===== src/sv/ostok_pkg.sv =====
package ostok_pkg;

  // value byte limit: at most VALUE_BUFFER-1 bytes are passed on per value
  localparam int VALUE_BUFFER = 128;
  localparam int CNT_W        = $clog2(VALUE_BUFFER);

  // request queue between front and back
  localparam int QUEUE_DEPTH  = 4;
  localparam int QPTR_W       = $clog2(QUEUE_DEPTH);

  localparam logic [31:0] KEY_SPACES = 32'h2020_2020;
  localparam logic [7:0]  CHAR_NUL   = 8'h00;

  // byte classes
  typedef enum logic [2:0] {
    CL_WORD,
    CL_EQUALS,
    CL_DELIM,
    CL_QUOTE,
    CL_BSLASH,
    CL_OTHER
  } char_class_t;

  // result event codes
  typedef enum logic [2:0] {
    EV_FLAG  = 3'd0,
    EV_KEY   = 3'd1,
    EV_BYTE  = 3'd2,
    EV_END   = 3'd3,
    EV_ABORT = 3'd4
  } event_t;

  // one classified request as it travels from front to back
  typedef struct packed {
    logic [7:0]  ch;
    logic [7:0]  key_ch;
    char_class_t cls;
    logic        nul;
  } item_t;

endpackage


===== src/sv/ostok_front.sv =====
module ostok_front (
  input  logic [7:0]     char_in,
  output ostok_pkg::item_t item
);
  import ostok_pkg::*;

  char_class_t cls;

  // byte class lookup
  always_comb begin
    if (char_in inside {[8'h41:8'h5A], [8'h61:8'h7A], [8'h30:8'h39], 8'h5F, 8'h7F}) begin
      cls = CL_WORD;
    end else if (char_in inside {8'h3D, 8'h3A}) begin
      cls = CL_EQUALS;
    end else if (char_in inside {8'h00, 8'h20, [8'h09:8'h0D], 8'h2C, 8'h3B, 8'h40}) begin
      cls = CL_DELIM;
    end else if (char_in == 8'h22) begin
      cls = CL_QUOTE;
    end else if (char_in == 8'h5C) begin
      cls = CL_BSLASH;
    end else begin
      cls = CL_OTHER;
    end
  end

  // upper-case copy for the key and end-of-string mark
  always_comb begin
    item.ch  = char_in;
    item.cls = cls;
    item.nul = (char_in == CHAR_NUL);
    if (char_in inside {[8'h61:8'h7A]}) begin
      item.key_ch = char_in - 8'h20;
    end else begin
      item.key_ch = char_in;
    end
  end

endmodule


===== src/sv/ostok_queue.sv =====
module ostok_queue (
  input  logic             clk,
  input  logic             rst,
  input  logic             push,
  input  ostok_pkg::item_t push_item,
  output logic             full,
  input  logic             pop,
  output logic             empty,
  output ostok_pkg::item_t pop_item
);
  import ostok_pkg::*;

  item_t             entries [QUEUE_DEPTH];
  logic [QPTR_W-1:0] wr_ptr;
  logic [QPTR_W-1:0] rd_ptr;
  logic [QPTR_W:0]   count;

  assign full     = (count == (QPTR_W+1)'(QUEUE_DEPTH));
  assign empty    = (count == '0);
  assign pop_item = entries[rd_ptr];

  // storage
  always_ff @(posedge clk) begin
    if (push) begin
      entries[wr_ptr] <= push_item;
    end
  end

  // pointers and fill level
  always_ff @(posedge clk) begin
    if (rst) begin
      wr_ptr <= '0;
      rd_ptr <= '0;
      count  <= '0;
    end else begin
      if (push) begin
        wr_ptr <= wr_ptr + 1'b1;
      end
      if (pop) begin
        rd_ptr <= rd_ptr + 1'b1;
      end
      if (push && !pop) begin
        count <= count + 1'b1;
      end else if (pop && !push) begin
        count <= count - 1'b1;
      end
    end
  end

endmodule


===== src/sv/ostok_back.sv =====
module ostok_back (
  input  logic             clk,
  input  logic             rst,
  input  logic             item_valid,
  input  ostok_pkg::item_t item,
  output logic             item_take,
  output logic             out_valid,
  input  logic             out_ready,
  output logic [2:0]       event_kind,
  output logic [31:0]      key_code,
  output logic [7:0]       value_byte
);
  import ostok_pkg::*;

  typedef enum logic [3:0] {
    ST_IDLE = 4'd0,
    ST_KEY1 = 4'd1,
    ST_KEY2 = 4'd2,
    ST_KEY3 = 4'd3,
    ST_KEY4 = 4'd4,
    ST_VAL  = 4'd5,
    ST_VESC = 4'd6,
    ST_QUO  = 4'd7,
    ST_QESC = 4'd8
  } state_t;

  localparam logic [CNT_W-1:0] CNT_MAX = CNT_W'(VALUE_BUFFER - 1);

  state_t           state, state_next;
  logic [31:0]      key_chars, key_next;
  logic [CNT_W-1:0] value_count, count_next;
  logic             emit;
  event_t           kind;
  logic [7:0]       vbyte;
  logic             room;

  // take a request whenever the output register is free or draining
  assign item_take = item_valid && (!out_valid || out_ready);
  assign room      = (value_count < CNT_MAX);

  // next state and event for the request at the head of the queue
  always_comb begin
    state_next = state;
    key_next   = key_chars;
    count_next = value_count;
    emit       = 1'b0;
    kind       = EV_FLAG;
    vbyte      = 8'h00;
    case (state)
      ST_KEY1, ST_KEY2, ST_KEY3, ST_KEY4: begin
        if (item.cls == CL_WORD) begin
          case (state)
            ST_KEY1: begin
              key_next[23:16] = item.key_ch;
              state_next      = ST_KEY2;
            end
            ST_KEY2: begin
              key_next[15:8] = item.key_ch;
              state_next     = ST_KEY3;
            end
            ST_KEY3: begin
              key_next[7:0] = item.key_ch;
              state_next    = ST_KEY4;
            end
            default: begin
              state_next = state;
            end
          endcase
        end else if (item.cls == CL_EQUALS) begin
          count_next = '0;
          state_next = ST_VAL;
          emit       = 1'b1;
          kind       = EV_KEY;
        end else begin
          state_next = ST_IDLE;
          emit       = 1'b1;
          kind       = EV_FLAG;
        end
      end
      ST_VAL: begin
        if (item.cls == CL_DELIM) begin
          state_next = ST_IDLE;
          emit       = 1'b1;
          kind       = EV_END;
        end else if (item.cls == CL_QUOTE) begin
          state_next = ST_QUO;
        end else if (item.cls == CL_BSLASH) begin
          state_next = ST_VESC;
        end else if (room) begin
          count_next = value_count + 1'b1;
          emit       = 1'b1;
          kind       = EV_BYTE;
          vbyte      = item.ch;
        end
      end
      ST_VESC, ST_QUO, ST_QESC: begin
        if (item.nul) begin
          emit = 1'b1;
          kind = EV_ABORT;
        end else if (state == ST_VESC || state == ST_QESC) begin
          state_next = (state == ST_VESC) ? ST_VAL : ST_QUO;
          if (room) begin
            count_next = value_count + 1'b1;
            emit       = 1'b1;
            kind       = EV_BYTE;
            vbyte      = item.ch;
          end
        end else if (item.cls == CL_QUOTE) begin
          state_next = ST_VAL;
        end else if (item.cls == CL_BSLASH) begin
          state_next = ST_QESC;
        end else if (room) begin
          count_next = value_count + 1'b1;
          emit       = 1'b1;
          kind       = EV_BYTE;
          vbyte      = item.ch;
        end
      end
      default: begin
        // idle and unused codes
        if (item.cls == CL_WORD) begin
          key_next   = {item.key_ch, KEY_SPACES[23:0]};
          state_next = ST_KEY1;
        end else begin
          state_next = ST_IDLE;
        end
      end
    endcase
    // end of string returns everything to reset values
    if (item.nul) begin
      state_next = ST_IDLE;
      key_next   = KEY_SPACES;
      count_next = '0;
    end
  end

  // parser state and output register
  always_ff @(posedge clk) begin
    if (rst) begin
      state       <= ST_IDLE;
      key_chars   <= KEY_SPACES;
      value_count <= '0;
      out_valid   <= 1'b0;
    end else begin
      if (item_take) begin
        state       <= state_next;
        key_chars   <= key_next;
        value_count <= count_next;
      end
      if (item_take && emit) begin
        out_valid  <= 1'b1;
        event_kind <= kind;
        key_code   <= key_chars;
        value_byte <= vbyte;
      end else if (out_ready) begin
        out_valid <= 1'b0;
      end
    end
  end

endmodule


===== src/sv/option_string_tokenizer_unit.sv =====
// path: an accepted request is first written into the queue, then the parser step
//   puts any event that it yields into the output register
// throughput: one byte per cycle while the queue is not full; the parser takes one queued request per cycle
//   whenever its output register is empty or being taken
// reset (rst, synchronous): parser idle, key all spaces, value count zero,
//   queue empty, no event pending
module option_string_tokenizer_unit (
  input  logic        clk,
  input  logic        rst,
  input  logic        in_valid,
  output logic        in_ready,
  input  logic [7:0]  char_in,
  output logic        out_valid,
  input  logic        out_ready,
  output logic [2:0]  event_kind,
  output logic [31:0] key_code,
  output logic [7:0]  value_byte
);
  import ostok_pkg::*;

  item_t front_item;
  item_t head_item;
  logic  q_full;
  logic  q_empty;
  logic  q_pop;
  logic  push;

  assign in_ready = !q_full;
  assign push     = in_valid && in_ready;

  // classify incoming bytes
  ostok_front u_front (
    .char_in (char_in),
    .item    (front_item)
  );

  // decouple front and back
  ostok_queue u_queue (
    .clk       (clk),
    .rst       (rst),
    .push      (push),
    .push_item (front_item),
    .full      (q_full),
    .pop       (q_pop),
    .empty     (q_empty),
    .pop_item  (head_item)
  );

  // parser and result register
  ostok_back u_back (
    .clk        (clk),
    .rst        (rst),
    .item_valid (!q_empty),
    .item       (head_item),
    .item_take  (q_pop),
    .out_valid  (out_valid),
    .out_ready  (out_ready),
    .event_kind (event_kind),
    .key_code   (key_code),
    .value_byte (value_byte)
  );

endmodule


===== config.mk =====
export PLATFORM = sky130hd
export DESIGN_NAME = option_string_tokenizer_unit
export DESIGN_NICKNAME = d
export VERILOG_FILES = /design/src/sv/ostok_pkg.sv /design/src/sv/ostok_front.sv /design/src/sv/ostok_queue.sv /design/src/sv/ostok_back.sv /design/src/sv/option_string_tokenizer_unit.sv
export SDC_FILE = /design/constraint.sdc
export NUM_CORES = 1
export LEC_CHECK = 0
export ABC_AREA = 0
export BUFFER_PORTS_ARGS = -buffer_cell sky130_fd_sc_hd__buf_2
export CORE_MARGIN = 3
export CORE_UTILIZATION = 46
export CTS_CLUSTER_SIZE = 24
export DETAILED_ROUTE_END_ITERATION = 10
export MAX_ROUTING_LAYER = met4
export SETUP_SLACK_MARGIN = 0.1
export SLEW_MARGIN = 20
export SYNTH_ARGS = -nofsm -noshare
export SYNTH_HDL_FRONTEND = slang
export SYNTH_SLANG_ARGS = --single-unit

===== constraint.sdc =====
create_clock -name clk -period 6.3 [get_ports clk]
set_input_delay 0.945 -clock clk [delete_from_list [all_inputs] [get_ports clk]]
set_output_delay 0.945 -clock clk [all_outputs]
set_load 0.005 [all_outputs]

==> impl_metrics.yaml <==
yosys:
  yosys-top-cells-area: "edfxtp_1, dfxtp_1, mux4_2, nor2_1, a21oi_1"
  synth_top_area_share: 0.446
  yosysTopAreaCell: "edfxtp_1"
  avgSynthCellArea_um2: 12.2
  synth_ff_type: "edfxtp_1"
  synth_edf_count: 103
  synthCells: 568
  ys_ff_latch: 156
  synth_area_mm2: 0.00693
  seq_area_frac_synth: 0.599
  synth_nets: 590
  yosysWarningCount: 0
  netlist-cell-type-count: 69
  async_reset_ff_frac: 0
power:
  finalPower_mw: 3.26
  p_leak_nw: 2.71
  peakVddDrop_mv: 0.248
  p_per_area_mw_per_mm2: 411
sta:
  drv_slew: 0
  final-setup-viol-count: 0
  setup_tns_ps: 0
  fin_crit_ps: 3550
  slew_headroom: 0.449
  rsz0062_at_grt: "false"
  holdWs_ps: 432
  setup_ws_ps: 2750
  period_share: 0.564
  tightest_slew_ps: 826
  max_freq_mhz: 282
  finalHoldViolCount: 0
  clock-skew-final_ps: 10.7
min_path:
  min_to: "u_back.key_code[4]"
  holdCritPathClass: "reg2reg"
  min_path_cells: 0
  hold_start: "u_back.key_chars[4]"
clocking:
  htreeDepth: 4
  cts_max_path_buffers: 2
  clock_latency_ps: 420
  ctsResizeCount: 0
  clk_pin_slew_ps: 60
  cts_root_buffer: "clkbuf_16"
  holdBufCountCts: 0
  cts_tree: "yes"
  post-cts-setup-buffer-count: 0
  cts_buffers: 17
  clock-sinks: 156
floorplanning:
  die_area_mm2: 0.0166
  coreArea_mm2: 0.0146
  num_io_pins: 57
  start_util: 0.474
  rows: 44
  die_y_um: 129
  die_w_um: 129
cells_and_area:
  n_antenna_cell: 0
  fin_area_mm2: 0.00792
  multi_input_area_mm2: 0.00258
  fin_util: 0.541
  synthToLayoutAreaGrowth_pct: 14.2
  layout.cells.non_filler: 807
  drive_gt1_frac: 0.201
  nNetsFinal: 632
  seq_area_mm2: 0.00415
  fillers: 1215
place:
  hpwl_mm: 10.2
  place_inst: 775
  portBuffers: 56
  place_congestion: 0.839
  dpl_cell_area_mm2: 0.00732
  dpl_worst_slack_ps: 2720
outcome:
  status: "finished, final reports clean"
critical_path:
  crit_path_start_kind: "flop"
  cp_slowest_stage_delay_ps: 850
  rr_endpoint: "u_back.key_code[17]"
  r2r_cells: 6
  worstPathRequired_ps: 6350
  end_kind: "flop"
  regToRegSetupSlack_ps: 2750
  worstPathMaxFanout: 41
  cp_data_arrival_time_ps: 3610
  path_class: "reg2reg"
  path_cells: "mux4_2 > and3b_1 > o31ai_1 > a211oi_1 > nor3_2 > buf_4"
  cp_slowest_cell: "dfxtp_1"
grt:
  grt_overflow: 0
  grt_pass1_wl_mm: 23.9
  antenna_found_initial: 0
  grt_max_degree: 56
  grt_pass1_vias: 4475
  track_usage: 0.193
route:
  ant_nets: 0
  routed_wl_mm: 15.0
  routedWlPerCell_um: 18.6
  first_pass_iters: 5
  drc: 0
  vias: 4786
  post_drt_via_cell_ratio: 5.93
  drtIter0Drc: 277
run:
  maxCapViolCount: 0
## registers in the layout, summed over array words and instances, names as in the netlist, named ones only
signal and count:
u_back.event_kind 3, u_back.key_chars 32, u_back.key_code 32, u_back.out_valid 1, u_back.state 4, u_back.value_byte 8
u_back.value_count 7, u_queue.count 3, u_queue.entries 60, u_queue.rd_ptr 2, u_queue.wr_ptr 2
## per-layer routing
metal / share of wire / routed length, µm / GRT usage / vias to the layer above
met3: 0.052 / 777 / 0.0486 / 20
met2: 0.48 / 7180 / 0.297 / 156
met5: 0 / 0 / - / -
met4: 0.018 / 265 / 0.0630 / 0
li1: - / - / - / 2247
met1: 0.45 / 6810 / 0.252 / 2363
## cell usage after synthesis, drive strengths merged (14+ instances only)
library cell,number
mux2i,18
mux4,15
a21oi,37
edfxtp,103
o21ai,22
inv,14
dfxtp,53
nand2,26
nand3,22
nor3,14
nor2,52
clkbuf,31
## worst max-delay path by stage
stage	slack (ps)	endpoint	cells past startpoint	start
floorplan	920	u_back.event_kind[0]	8	flop
global placement	2790	u_back.key_code[14]	6	flop
detailed placement	2720	u_back.key_code[14]	6	flop
CTS	2700	u_back.key_code[17]	6	flop
global route	2470	u_back.key_code[1]	6	flop
finish	2750	u_back.key_code[17]	6	flop
## cells in the final DEF, fill, tap and decap left out, types with 3 or more instances in the layout
cell type	instances
nand2b_1	11
and3_1	8
nand3_1	22
or3b_2	4
o21ai_1	3
a31oi_1	5
a211oi_1	9
nand4_1	3
buf_2	56
nand2_1	26
o31a_1	4
xor2_1	3
o21ai_0	19
nor2b_1	5
mux2i_1	18
clkinv_4	4
and2_1	9
o31ai_1	4
ha_1	9
xnor2_1	3
inv_1	13
nor4_1	6
nand3b_1	5
or3_1	3
a41oi_1	6
a21oi_1	36
or2_2	3
edfxtp_1	103
inv_6	4
a21o_1	4
dfxtp_1	53
a211o_1	5
nor3_1	13
clkbuf_16	17
mux4_2	15
o21bai_1	3
nor2_1	52
buf_4	4
## cells by family after synthesis
logic type	synth area share
buffers and inverters	0.0301
muxes	0.0779
AOI/OAI and AO/OA	0.125
and+or+nand+nor	0.139
DFF	0.599
adders and majority gates	0.0206
xor gates and xnor gates	0.00758
## cell type report
type                            instances  area share
Sequential cell                       156       0.524
Timing Repair Buffer                   60      0.0392
Clock buffer                           19      0.0547
Multi-Input combinational cell        361       0.326
Inverter                               14     0.00664
Clock inverter                         13      0.0199
Tap cell                              184      0.0291
## report_power, final
group	total [mW]	internal (mW)	switching, mW
sequential	1.32	1.24	0.0854
clock	1.02	0.596	0.422
combinational	0.917	0.335	0.582
## critical path: cells and delay by family (launching register included)
family	cells	cell delay, ps
mux	1	590
compound gates	2	620
simple gates	2	580
buf+inv	1	510
flops	1	850
(Power assumes the default switching activity.)
